**src/hdl/pps_pkg.sv**
```systemverilog
// Package for the preemptive priority scheduler: table depth, index widths,
// word types, cell command codes and controller states. No dependencies.
package pps_pkg;

  localparam int TABLE_DEPTH = 16;
  localparam int IDX_W       = (TABLE_DEPTH > 1) ? $clog2(TABLE_DEPTH) : 1;
  localparam int CNT_W       = IDX_W;

  typedef struct packed {
    logic [7:0]  id;
    logic [7:0]  prio;
    logic [15:0] remain;
  } payload_t;

  typedef struct packed {
    logic     valid;
    payload_t data;
  } entry_t;

  typedef struct packed {
    logic             best_has;
    logic [7:0]       best_prio;
    logic [IDX_W-1:0] best_idx;
    logic [7:0]       best_id;
    logic             run_has;
    logic [7:0]       run_prio;
    logic [IDX_W-1:0] run_idx;
    logic [7:0]       run_id;
  } scan_t;

  typedef enum logic [1:0] {
    OP_NONE,
    OP_APPEND,
    OP_RETIRE,
    OP_START
  } cell_op_t;

  typedef struct packed {
    cell_op_t         op;
    logic             sel_valid;
    logic [IDX_W-1:0] sel_idx;
    payload_t         new_data;
  } cell_ctrl_t;

  typedef enum logic [2:0] {
    ST_IDLE,
    ST_SHIFT,
    ST_SCAN,
    ST_DECIDE,
    ST_DONE
  } state_t;

endpackage

```
**src/hdl/preemptive_priority_scheduler.sv**
```systemverilog
// Preemptive priority scheduler: controller, result register and the row of
// task cells. Depends on pps_pkg and pps_cell.
//
// Each word on the input is either a task arrival or a scheduler tick, and
// gives exactly one result word. An arrival goes from acceptance to the
// ST_DONE state, which loads the result once the output register is free.
// A tick passes through ST_SHIFT, ST_SCAN and ST_DECIDE (default table depth
// 16): the gap left by a finished task closes by one cell per cycle, the
// priority search then walks the row of cells, one cell per cycle, and
// ST_DECIDE chooses the running task before the result is loaded.
// The input is taken again as soon as the previous result sits in the output
// register, whether or not it has been collected.
module preemptive_priority_scheduler (
  input  logic        clk,
  input  logic        rst_n,
  input  logic        in_valid,
  output logic        in_ready,
  input  logic        in_func,
  input  logic [7:0]  in_task_id,
  input  logic [7:0]  in_task_priority,
  input  logic [15:0] in_burst_time,
  output logic        out_valid,
  input  logic        out_ready,
  output logic        out_running_valid,
  output logic [7:0]  out_running_id,
  output logic        out_status
);
  import pps_pkg::*;

  state_t           state_r, state_nxt;
  logic [CNT_W-1:0] cnt_r, cnt_nxt;
  logic             run_valid_r, run_valid_nxt;
  logic [7:0]       run_id_r, run_id_nxt;
  logic             status_r, status_nxt;
  logic             out_valid_r, out_valid_nxt;
  logic             res_valid_r, res_valid_nxt;
  logic [7:0]       res_id_r, res_id_nxt;
  logic             res_status_r, res_status_nxt;
  cell_ctrl_t       ctrl;
  logic             in_acc;
  logic             full;
  logic             switch_best;

  entry_t ent  [TABLE_DEPTH];
  logic   hole [TABLE_DEPTH];
  scan_t  scan [TABLE_DEPTH];

  genvar g;
  generate
    for (g = 0; g < TABLE_DEPTH; g++) begin : g_cell
      entry_t nbr_w;
      logic   prev_w;
      logic   hole_in_w;
      scan_t  scan_in_w;

      if (g == TABLE_DEPTH - 1) begin : g_top
        assign nbr_w = '0;
      end else begin : g_mid
        assign nbr_w = ent[g+1];
      end

      if (g == 0) begin : g_first
        assign prev_w    = 1'b1;
        assign hole_in_w = 1'b0;
        assign scan_in_w = '0;
      end else begin : g_rest
        assign prev_w    = ent[g-1].valid;
        assign hole_in_w = hole[g-1];
        assign scan_in_w = scan[g-1];
      end

      pps_cell u_cell (
        .clk        (clk),
        .rst_n      (rst_n),
        .cell_idx   (IDX_W'(g)),
        .ctrl       (ctrl),
        .prev_valid (prev_w),
        .nbr        (nbr_w),
        .hole_in    (hole_in_w),
        .scan_in    (scan_in_w),
        .ent        (ent[g]),
        .hole       (hole[g]),
        .scan_out   (scan[g])
      );
    end
  endgenerate

  assign full        = ent[TABLE_DEPTH-1].valid;
  assign in_ready    = (state_r == ST_IDLE);
  assign in_acc      = in_valid && in_ready;
  assign switch_best = !scan[TABLE_DEPTH-1].run_has ||
                       (scan[TABLE_DEPTH-1].best_prio > scan[TABLE_DEPTH-1].run_prio);

  always_comb begin
    state_nxt      = state_r;
    cnt_nxt        = cnt_r;
    run_valid_nxt  = run_valid_r;
    run_id_nxt     = run_id_r;
    status_nxt     = status_r;
    out_valid_nxt  = out_valid_r;
    res_valid_nxt  = res_valid_r;
    res_id_nxt     = res_id_r;
    res_status_nxt = res_status_r;

    ctrl.op        = OP_NONE;
    ctrl.sel_valid = 1'b0;
    ctrl.sel_idx   = scan[TABLE_DEPTH-1].best_idx;
    ctrl.new_data.id     = in_task_id;
    ctrl.new_data.prio   = in_task_priority;
    ctrl.new_data.remain = in_burst_time;

    if (out_valid_r && out_ready) begin
      out_valid_nxt = 1'b0;
    end

    case (state_r)
      ST_IDLE: begin
        if (in_acc) begin
          if (in_func) begin
            ctrl.op    = OP_APPEND;
            status_nxt = full;
            state_nxt  = ST_DONE;
          end else begin
            ctrl.op    = OP_RETIRE;
            status_nxt = 1'b0;
            cnt_nxt    = '0;
            state_nxt  = ST_SHIFT;
          end
        end
      end
      ST_SHIFT: begin
        cnt_nxt = cnt_r + CNT_W'(1);
        if (cnt_r == CNT_W'(TABLE_DEPTH - 1)) begin
          cnt_nxt   = '0;
          state_nxt = ST_SCAN;
        end
      end
      ST_SCAN: begin
        cnt_nxt = cnt_r + CNT_W'(1);
        if (cnt_r == CNT_W'(TABLE_DEPTH - 1)) begin
          cnt_nxt   = '0;
          state_nxt = ST_DECIDE;
        end
      end
      ST_DECIDE: begin
        ctrl.op        = OP_START;
        ctrl.sel_valid = scan[TABLE_DEPTH-1].best_has;
        if (switch_best) begin
          ctrl.sel_idx = scan[TABLE_DEPTH-1].best_idx;
          run_id_nxt   = scan[TABLE_DEPTH-1].best_id;
        end else begin
          ctrl.sel_idx = scan[TABLE_DEPTH-1].run_idx;
          run_id_nxt   = scan[TABLE_DEPTH-1].run_id;
        end
        run_valid_nxt = scan[TABLE_DEPTH-1].best_has;
        if (!scan[TABLE_DEPTH-1].best_has) begin
          run_id_nxt = 8'd0;
        end
        state_nxt = ST_DONE;
      end
      ST_DONE: begin
        if (!out_valid_r || out_ready) begin
          out_valid_nxt  = 1'b1;
          res_valid_nxt  = run_valid_r;
          res_id_nxt     = run_id_r;
          res_status_nxt = status_r;
          state_nxt      = ST_IDLE;
        end
      end
      default: begin
        state_nxt = ST_IDLE;
      end
    endcase
  end

  always_ff @(posedge clk) begin
    if (!rst_n) begin
      state_r     <= ST_IDLE;
      cnt_r       <= '0;
      run_valid_r <= 1'b0;
      run_id_r    <= 8'd0;
      status_r    <= 1'b0;
      out_valid_r <= 1'b0;
    end else begin
      state_r     <= state_nxt;
      cnt_r       <= cnt_nxt;
      run_valid_r <= run_valid_nxt;
      run_id_r    <= run_id_nxt;
      status_r    <= status_nxt;
      out_valid_r <= out_valid_nxt;
    end
  end

  always_ff @(posedge clk) begin
    res_valid_r  <= res_valid_nxt;
    res_id_r     <= res_id_nxt;
    res_status_r <= res_status_nxt;
  end

  assign out_valid         = out_valid_r;
  assign out_running_valid = res_valid_r;
  assign out_running_id    = res_id_r;
  assign out_status        = res_status_r;

  a_idle_id_zero: assert property (@(posedge clk) disable iff (!rst_n)
    !run_valid_r |-> (run_id_r == 8'd0))
    else $error("running id is not zero while nothing runs");

  a_decide_run: assert property (@(posedge clk) disable iff (!rst_n)
    (state_r == ST_DECIDE) |=> (run_valid_r == $past(scan[TABLE_DEPTH-1].best_has)))
    else $error("running flag disagrees with the search result");

  a_run_needs_entry: assert property (@(posedge clk) disable iff (!rst_n)
    (state_r == ST_DECIDE && scan[TABLE_DEPTH-1].run_has)
      |-> scan[TABLE_DEPTH-1].best_has)
    else $error("running task found in an empty table");

  a_drop_when_full: assert property (@(posedge clk) disable iff (!rst_n)
    (in_acc && in_func && full) |=> status_r)
    else $error("arrival into a full table not flagged");

endmodule

```
**src/hdl/pps_cell.sv**
```systemverilog
// One slot of the scheduler's task row: holds a task, closes a gap by taking
// its upper neighbour's task, and forwards the running priority search.
// Depends on pps_pkg.
module pps_cell (
  input  logic                     clk,
  input  logic                     rst_n,
  input  logic [pps_pkg::IDX_W-1:0] cell_idx,
  input  pps_pkg::cell_ctrl_t      ctrl,
  input  logic                     prev_valid,
  input  pps_pkg::entry_t          nbr,
  input  logic                     hole_in,
  input  pps_pkg::scan_t           scan_in,
  output pps_pkg::entry_t          ent,
  output logic                     hole,
  output pps_pkg::scan_t           scan_out
);
  import pps_pkg::*;

  logic     valid_r, valid_nxt;
  logic     run_r, run_nxt;
  logic     hole_r, hole_nxt;
  payload_t data_r, data_nxt;
  scan_t    scan_r, scan_nxt;
  logic     pick;

  always_comb begin
    valid_nxt = valid_r;
    run_nxt   = run_r;
    hole_nxt  = 1'b0;
    data_nxt  = data_r;
    pick      = 1'b0;

    if (hole_r) begin
      valid_nxt = nbr.valid;
      data_nxt  = nbr.data;
      run_nxt   = 1'b0;
    end
    if (hole_in && valid_r) begin
      hole_nxt = 1'b1;
    end

    case (ctrl.op)
      OP_APPEND: begin
        if (!valid_r && prev_valid) begin
          valid_nxt = 1'b1;
          run_nxt   = 1'b0;
          data_nxt  = ctrl.new_data;
        end
      end
      OP_RETIRE: begin
        if (valid_r && run_r && (data_r.remain == 16'd0)) begin
          hole_nxt = 1'b1;
          run_nxt  = 1'b0;
        end
      end
      OP_START: begin
        pick    = valid_r && ctrl.sel_valid && (cell_idx == ctrl.sel_idx);
        run_nxt = pick;
        if (pick && (data_r.remain != 16'd0)) begin
          data_nxt.remain = data_r.remain - 16'd1;
        end
      end
      default: begin
      end
    endcase

    scan_nxt = scan_in;
    if (valid_r && (!scan_in.best_has || (data_r.prio >= scan_in.best_prio))) begin
      scan_nxt.best_has  = 1'b1;
      scan_nxt.best_prio = data_r.prio;
      scan_nxt.best_idx  = cell_idx;
      scan_nxt.best_id   = data_r.id;
    end
    if (valid_r && run_r) begin
      scan_nxt.run_has  = 1'b1;
      scan_nxt.run_prio = data_r.prio;
      scan_nxt.run_idx  = cell_idx;
      scan_nxt.run_id   = data_r.id;
    end
  end

  always_ff @(posedge clk) begin
    if (!rst_n) begin
      valid_r <= 1'b0;
      run_r   <= 1'b0;
      hole_r  <= 1'b0;
      scan_r  <= '0;
    end else begin
      valid_r <= valid_nxt;
      run_r   <= run_nxt;
      hole_r  <= hole_nxt;
      scan_r  <= scan_nxt;
    end
  end

  always_ff @(posedge clk) begin
    data_r <= data_nxt;
  end

  assign ent.valid = valid_r;
  assign ent.data  = data_r;
  assign hole      = hole_r;
  assign scan_out  = scan_r;

endmodule
```
**config.mk**
```make
export PLATFORM = sky130hd
export DESIGN_NAME = preemptive_priority_scheduler
export DESIGN_NICKNAME = d
export VERILOG_FILES = /design/src/hdl/pps_pkg.sv /design/src/hdl/preemptive_priority_scheduler.sv /design/src/hdl/pps_cell.sv
export SDC_FILE = /design/constraint.sdc
export NUM_CORES = 2
export LEC_CHECK = 0
export ABC_AREA = 0
export ABC_CLOCK_PERIOD_IN_PS = 2750
export BUFFER_PORTS_ARGS = -buffer_cell sky130_fd_sc_hd__buf_2
export CAP_MARGIN = 30
export CORE_UTILIZATION = 35
export DETAILED_ROUTE_END_ITERATION = 10
export SLEW_MARGIN = 20
export SYNTH_ARGS = -nofsm -noshare
export SYNTH_HDL_FRONTEND = slang
export SYNTH_SLANG_ARGS = --single-unit
export TNS_END_PERCENT = 5
```
**constraint.sdc**
```tcl
create_clock -name clk -period 2.75 [get_ports clk]
set_input_delay 0.275 -clock clk [delete_from_list [all_inputs] [get_ports clk]]
set_output_delay 0.275 -clock clk [all_outputs]
set_load 0.005 [all_outputs]
```
==> results by stage <==
Run status:
- The flow ran to the end, but the final reports show violations.
- The final reports fail on setup timing.

Layout:
- The final-stage net count is 6,874.
- Measured on the finished design, the core utilization comes to 41.3%.
- The top cell types in the final layout, fill and taps aside, are sky130_fd_sc_hd__dfxtp_1 (1,202), sky130_fd_sc_hd__nor2_1 (896), sky130_fd_sc_hd__mux2i_1 (834), sky130_fd_sc_hd__nand2_1 (671), sky130_fd_sc_hd__a21oi_1 (620).
- The non-filler instance count after layout is 8,955.
- The fraction of final layout cells with drive strength greater than 1 is 11.9%.
- The library cell used most frequently in the layout, excluding fill and tap cells, is sky130_fd_sc_hd__dfxtp_1.
- The area added between synthesis and finish is 16.5%.

Power and ir drop:
- The power dissipated by switching net loads is 13.7 mW.
- The maximum ir drop on the vdd rail is 0.000637 V.
- For this design the ratio of total power to cell area is 696 nW/um2.
- The clock network accounts for 38.5% of the total power.
- The switching share of power is 29.2%.
- The power share of the combinational group is 17.5%.
- The design draws 46.9 mW.
- The cell leakage power is 26.9 nW.
- Sequential cells account for 44.0% of the total power.
- The internal power contribution is 33.2 mW.

Hold path:
- The hold path startpoint is in_task_id[3].
- The path class of the lowest-slack min-delay path is input pin to flop.
- The hold path endpoint is g_cell[2].u_cell.ent[27]$_DFF_P_.
- The number of cells on the worst hold path is 3.

Logic synthesis:
- The gate count after technology mapping is 6,574.
- A synthesized cell averages 8.80 um2.
- In this run, synthesis inferred 10 flip-flops with an integrated enable.
- For this run, the number of Yosys warnings is 0.
- Of all flip-flops after synthesis, the portion carrying an async set or reset was 0%.
- Summed over its instances, the top area cell type makes up 42.2% of the synthesized netlist area.
- For this run, the register share of the synthesized area comes to 42.7%.
- The cell area after synthesis is 57,800 um2.
- The number of nets in the synthesized netlist is 6,771.
- The flip-flop and latch count after synthesis is 1,230.
- By area the synthesized netlist is led by sky130_fd_sc_hd__dfxtp_1 (42%), sky130_fd_sc_hd__mux2i_1 (14%), sky130_fd_sc_hd__nor2_1 (5.9%).
- For this run, the leading register cell type out of synthesis is sky130_fd_sc_hd__dfxtp_1.
- The count of unique library cells instantiated by Yosys is 89.
- The biggest area consumer among synthesized cells is sky130_fd_sc_hd__dfxtp_1.

Routing:
- The total via count after detailed routing is 48,200.
- The detailed router's first-iteration violation count is 3,720.
- The final layout contains routed wiring with a total length of 182,000 um.
- The first-pass iteration count of the detailed router is 6.
- The number of vias per cell after detailed routing is 5.38.
- Dividing the detail-routed wire length by the instance count gives 20.3 um.
- After detailed routing, the number of remaining DRC violations is 0.
- The count of nets left with antenna violations once routing finished came out at 0.

Place:
- Counting tap cells, the placed design contains a total of 8,679 instances.
- The number of buffers added on ports is 48.
- Detailed placement ended at an HPWL of 128,000 um.
- Before CTS, the worst setup slack after placement is -0.402 ns.
- Routability-driven placement finished with a final weighted congestion of 0.900.

Critical path:
- The number of buffer and inverter instances along the worst setup path is 4.
- The worst endpoint required time is 3.39 ns.
- The largest fanout on the critical path is 8.
- At the worst endpoint, the arrival time is 3.54 ns.
- In this run the register-to-register setup slack is -0.15 ns.
- The start-to-end type of the worst setup path is flop to flop.
- On the critical path, the stage with the largest delay is an instance of sky130_fd_sc_hd__o2111a_2.
- Traced cell by cell, the critical path runs through inv_2 > ha_4 > a211o_1 > o211ai_2 > a22oi_2 > and2_4 > buf_6 > nor4_4 > buf_4 > o2111a_2 > buf_12 > mux2i_1 > a221o_1.
- The endpoint of the most critical register-to-register path is g_cell[12].u_cell.ent[4]$_DFF_P_.
- The number of cells on the worst reg-to-reg path is 13.
- The worst setup path is captured at a flop.
- The cell type group with the largest total delay on the critical path is compound AO/OA/AOI/OAI gates.
- In this design, the stage delay of the slowest critical-path cell is 0.33 ns.
- The launching element type of the critical path is a flop.
- The startpoint identified for the worst register-to-register timing path is g_cell[15].u_cell.scan_out[17]$_SDFF_PN0_.

STA:
- The worst-margin pin slew is 0.949 ns.
- The worst path uses 105% of the clock period.
- The number of endpoints with negative hold slack in the final report is 0.
- In the final timing run, aggregate negative setup slack is -8.69 ns.
- Setup repair after global routing could not meet its margin everywhere.
- Headroom to the max-slew limit came out at 36.1%.
- The final clock skew is 0.0296 ns.
- The fmax is 345 MHz.
- The number of setup violations in the final report is 144.
- The worst path in the final design needs a cycle of 2.90 ns, including I/O delays and setup.
- The count of pins over their slew limit is 0.
- Across all setup checks in the final design, the least slack found is -0.148 ns.

Clocking:
- The longest clock path from root to sink contains 3 buffers.
- The H-tree depth is 4.
- TritonCTS built the clock tree.
- The number of clock sinks is 1,230.
- The cell sitting at the root of the clock tree is a sky130_fd_sc_hd__clkbuf_16.
- The later pin in the worst-skew pair is clocked with a latency of 0.78 ns.
- The clock edge transition at the registers on the reported setup and hold paths is 0.06 ns.
- The number of buffers created by CTS is 130.

Die:
- The x dimension of the die is 409 um.
- Once the floorplan was initialized, standard cells occupied 35.4% of the core.
- The area enclosed by the die boundary is 167,000 um2.
- The area of the placeable core is 163,000 um2.
- During I/O placement, the number of pins put on the boundary was 49.
- The number of placement rows is 148.
- The height of the chip is 409 um.

Global route:
- The overall fraction of global-route tracks in use is 21.3%.
- The met2 capacity usage during global routing is 36.4%.
- The number of global-route vias before repair is 47,800.
- The pin count of the biggest net entering global routing is 150.
- After global routing the overflow that remains totals 0.
- The most crowded layer after global routing is met2.
- For this run, global-route usage on met1 was measured as 27.2%.
- The global-route wire length before repair is 281,000 um.
- Global routing used 2.49% of the available met3 tracks.
- The initial antenna violation count is 5.

Job:
- Across the run, the number of max-cap violations was 0.
-- power by group through the flow --
stage / registers (mW) / logic, mW / clock network (mW)
final: 20.6 / 8.22 / 18.0
after global routing: 20.8 / 9.13 / 19.1
after detailed placement: 21.0 / 8.03 / 0
after CTS: 20.6 / 8.12 / 18.3
after global placement: 21.0 / 7.79 / 0
after floorplan: 20.5 / 5.85 / 0
-- cell usage after synthesis, types with 7 or more instances --
library cell and n:
sky130_fd_sc_hd__mux2i_1 837, sky130_fd_sc_hd__or4_1 17, sky130_fd_sc_hd__buf_4 11, sky130_fd_sc_hd__nor3_1 78, sky130_fd_sc_hd__nand3_1 85, sky130_fd_sc_hd__or3_1 39
sky130_fd_sc_hd__nand2_1 672, sky130_fd_sc_hd__or4b_2 11, sky130_fd_sc_hd__nand2b_1 47, sky130_fd_sc_hd__a32oi_1 9, sky130_fd_sc_hd__and3_1 64, sky130_fd_sc_hd__o21ai_1 34
sky130_fd_sc_hd__mux2_2 59, sky130_fd_sc_hd__edfxtp_1 10, sky130_fd_sc_hd__a22oi_1 59, sky130_fd_sc_hd__nor3b_1 7, sky130_fd_sc_hd__o211ai_1 71, sky130_fd_sc_hd__buf_2 27
sky130_fd_sc_hd__a21o_1 26, sky130_fd_sc_hd__o22ai_1 14, sky130_fd_sc_hd__a211oi_1 19, sky130_fd_sc_hd__nor2b_1 40, sky130_fd_sc_hd__dfxtp_1 1220, sky130_fd_sc_hd__o311ai_1 7
sky130_fd_sc_hd__nor2_1 905, sky130_fd_sc_hd__and2_1 52, sky130_fd_sc_hd__nand3b_1 28, sky130_fd_sc_hd__xnor2_1 117, sky130_fd_sc_hd__buf_6 7, sky130_fd_sc_hd__buf_1 57
sky130_fd_sc_hd__nor4_1 47, sky130_fd_sc_hd__a31oi_1 13, sky130_fd_sc_hd__inv_1 203, sky130_fd_sc_hd__ha_1 160, sky130_fd_sc_hd__nand4_1 25, sky130_fd_sc_hd__nand4b_1 12
sky130_fd_sc_hd__clkbuf_1 365, sky130_fd_sc_hd__a221o_1 140, sky130_fd_sc_hd__a21oi_1 622, sky130_fd_sc_hd__o31ai_1 16, sky130_fd_sc_hd__a22o_1 35, sky130_fd_sc_hd__xor2_1 88
sky130_fd_sc_hd__o21ai_0 114
-- cells by family (layout without fill, tap and decap cells) --
| group | count (synthesis) | after routing | synth area share [%] |
|---|---|---|---|
| other | 0 | 2 | 0 |
| DFF | 1230 | 1230 | 42.7 |
| xor gates and xnor gates | 205 | 205 | 3.10 |
| and+or+nand+nor | 2166 | 2167 | 16.6 |
| AOI/OAI and AO/OA | 1240 | 1240 | 13.7 |
| buffers and inverters | 672 | 875 | 4.60 |
| muxes | 901 | 901 | 15.7 |
| adders and majority gates | 160 | 160 | 3.46 |
-- through the flow --
stage	instance area (um2)	hold slack, ns
global placement	62100	0.414
CTS	67000	0.00567
floorplan	57900	0.394
detailed placement	62200	0.420
finish	67400	0.0505
global route	67400	0.0483
-- flip-flops by register name, summed over array words and instances (netlist names) --
| signal | count |
|---|---|
| run_valid_r | 1 |
| cnt_r | 4 |
| out_status | 1 |
| g_cell.u_cell.hole | 16 |
| out_valid | 1 |
| g_cell.u_cell.ent | 512 |
| run_id_r | 8 |
| g_cell.u_cell.valid_r | 16 |
| status_r | 1 |
| out_running_id | 8 |
| state_r | 3 |
| out_running_valid | 1 |
| g_cell.u_cell.run_r | 16 |
| g_cell.u_cell.scan_out | 642 |
-- cell type report --
cell class | instances | area [um2]
diodes | 2 | 5.00
clock buffers | 187 | 3810
clock inverters | 46 | 567
fillers | 16100 | 96000
inverters | 203 | 769
multi-input cells | 4673 | 30900
flip-flops and latches | 1230 | 24700
well taps | 2175 | 2720
repair buffers | 439 | 3900
-- worst max path at each step --
stage                                                          from                               end  slack, ns  cells after the start
after floorplan           g_cell[15].u_cell.scan_out[19]$_SDFF_PN0_  g_cell[10].u_cell.ent[7]$_DFF_P_      -0.07                     13
after global placement    g_cell[15].u_cell.scan_out[19]$_SDFF_PN0_  g_cell[7].u_cell.ent[14]$_DFF_P_      -0.40                     12
after detailed placement  g_cell[15].u_cell.scan_out[19]$_SDFF_PN0_  g_cell[7].u_cell.ent[14]$_DFF_P_      -0.40                     12
after CTS                 g_cell[15].u_cell.scan_out[17]$_SDFF_PN0_  g_cell[9].u_cell.ent[14]$_DFF_P_      -0.13                     12
after global routing      g_cell[15].u_cell.scan_out[17]$_SDFF_PN0_  g_cell[12].u_cell.ent[4]$_DFF_P_      -0.25                     13
final                     g_cell[15].u_cell.scan_out[17]$_SDFF_PN0_  g_cell[12].u_cell.ent[4]$_DFF_P_      -0.15                     13
-- what timing repair did --
item | CTS | global route
setup endpoints to repair | 242 | 262
buffers inserted | 7 | 7
pin swaps | 17 | 47
endpoints found under the hold margin | 58 | 0
gates resized for setup | 33 | 50
gates cloned | 1 | 2
hold buffers | 24 | 0
-- layer usage --
layer	wire (um)	vias up
met5	22	-
met4	6660	4
met3	8550	389
met2	87600	1303
met1	79300	23400
li1	-	23100
-- worst reg2reg max path, delay by kind of cell, from the launching register on --
family / cells / cell delay [ns]
DFF: 1 / 0.32
and+or+nand+nor: 2 / 0.46
adders and majority gates: 1 / 0.23
AOI/OAI and AO/OA: 5 / 1.16
muxes: 1 / 0.09
buffers and inverters: 4 / 0.51
Note: power is estimated with default switching activity, not from simulation.
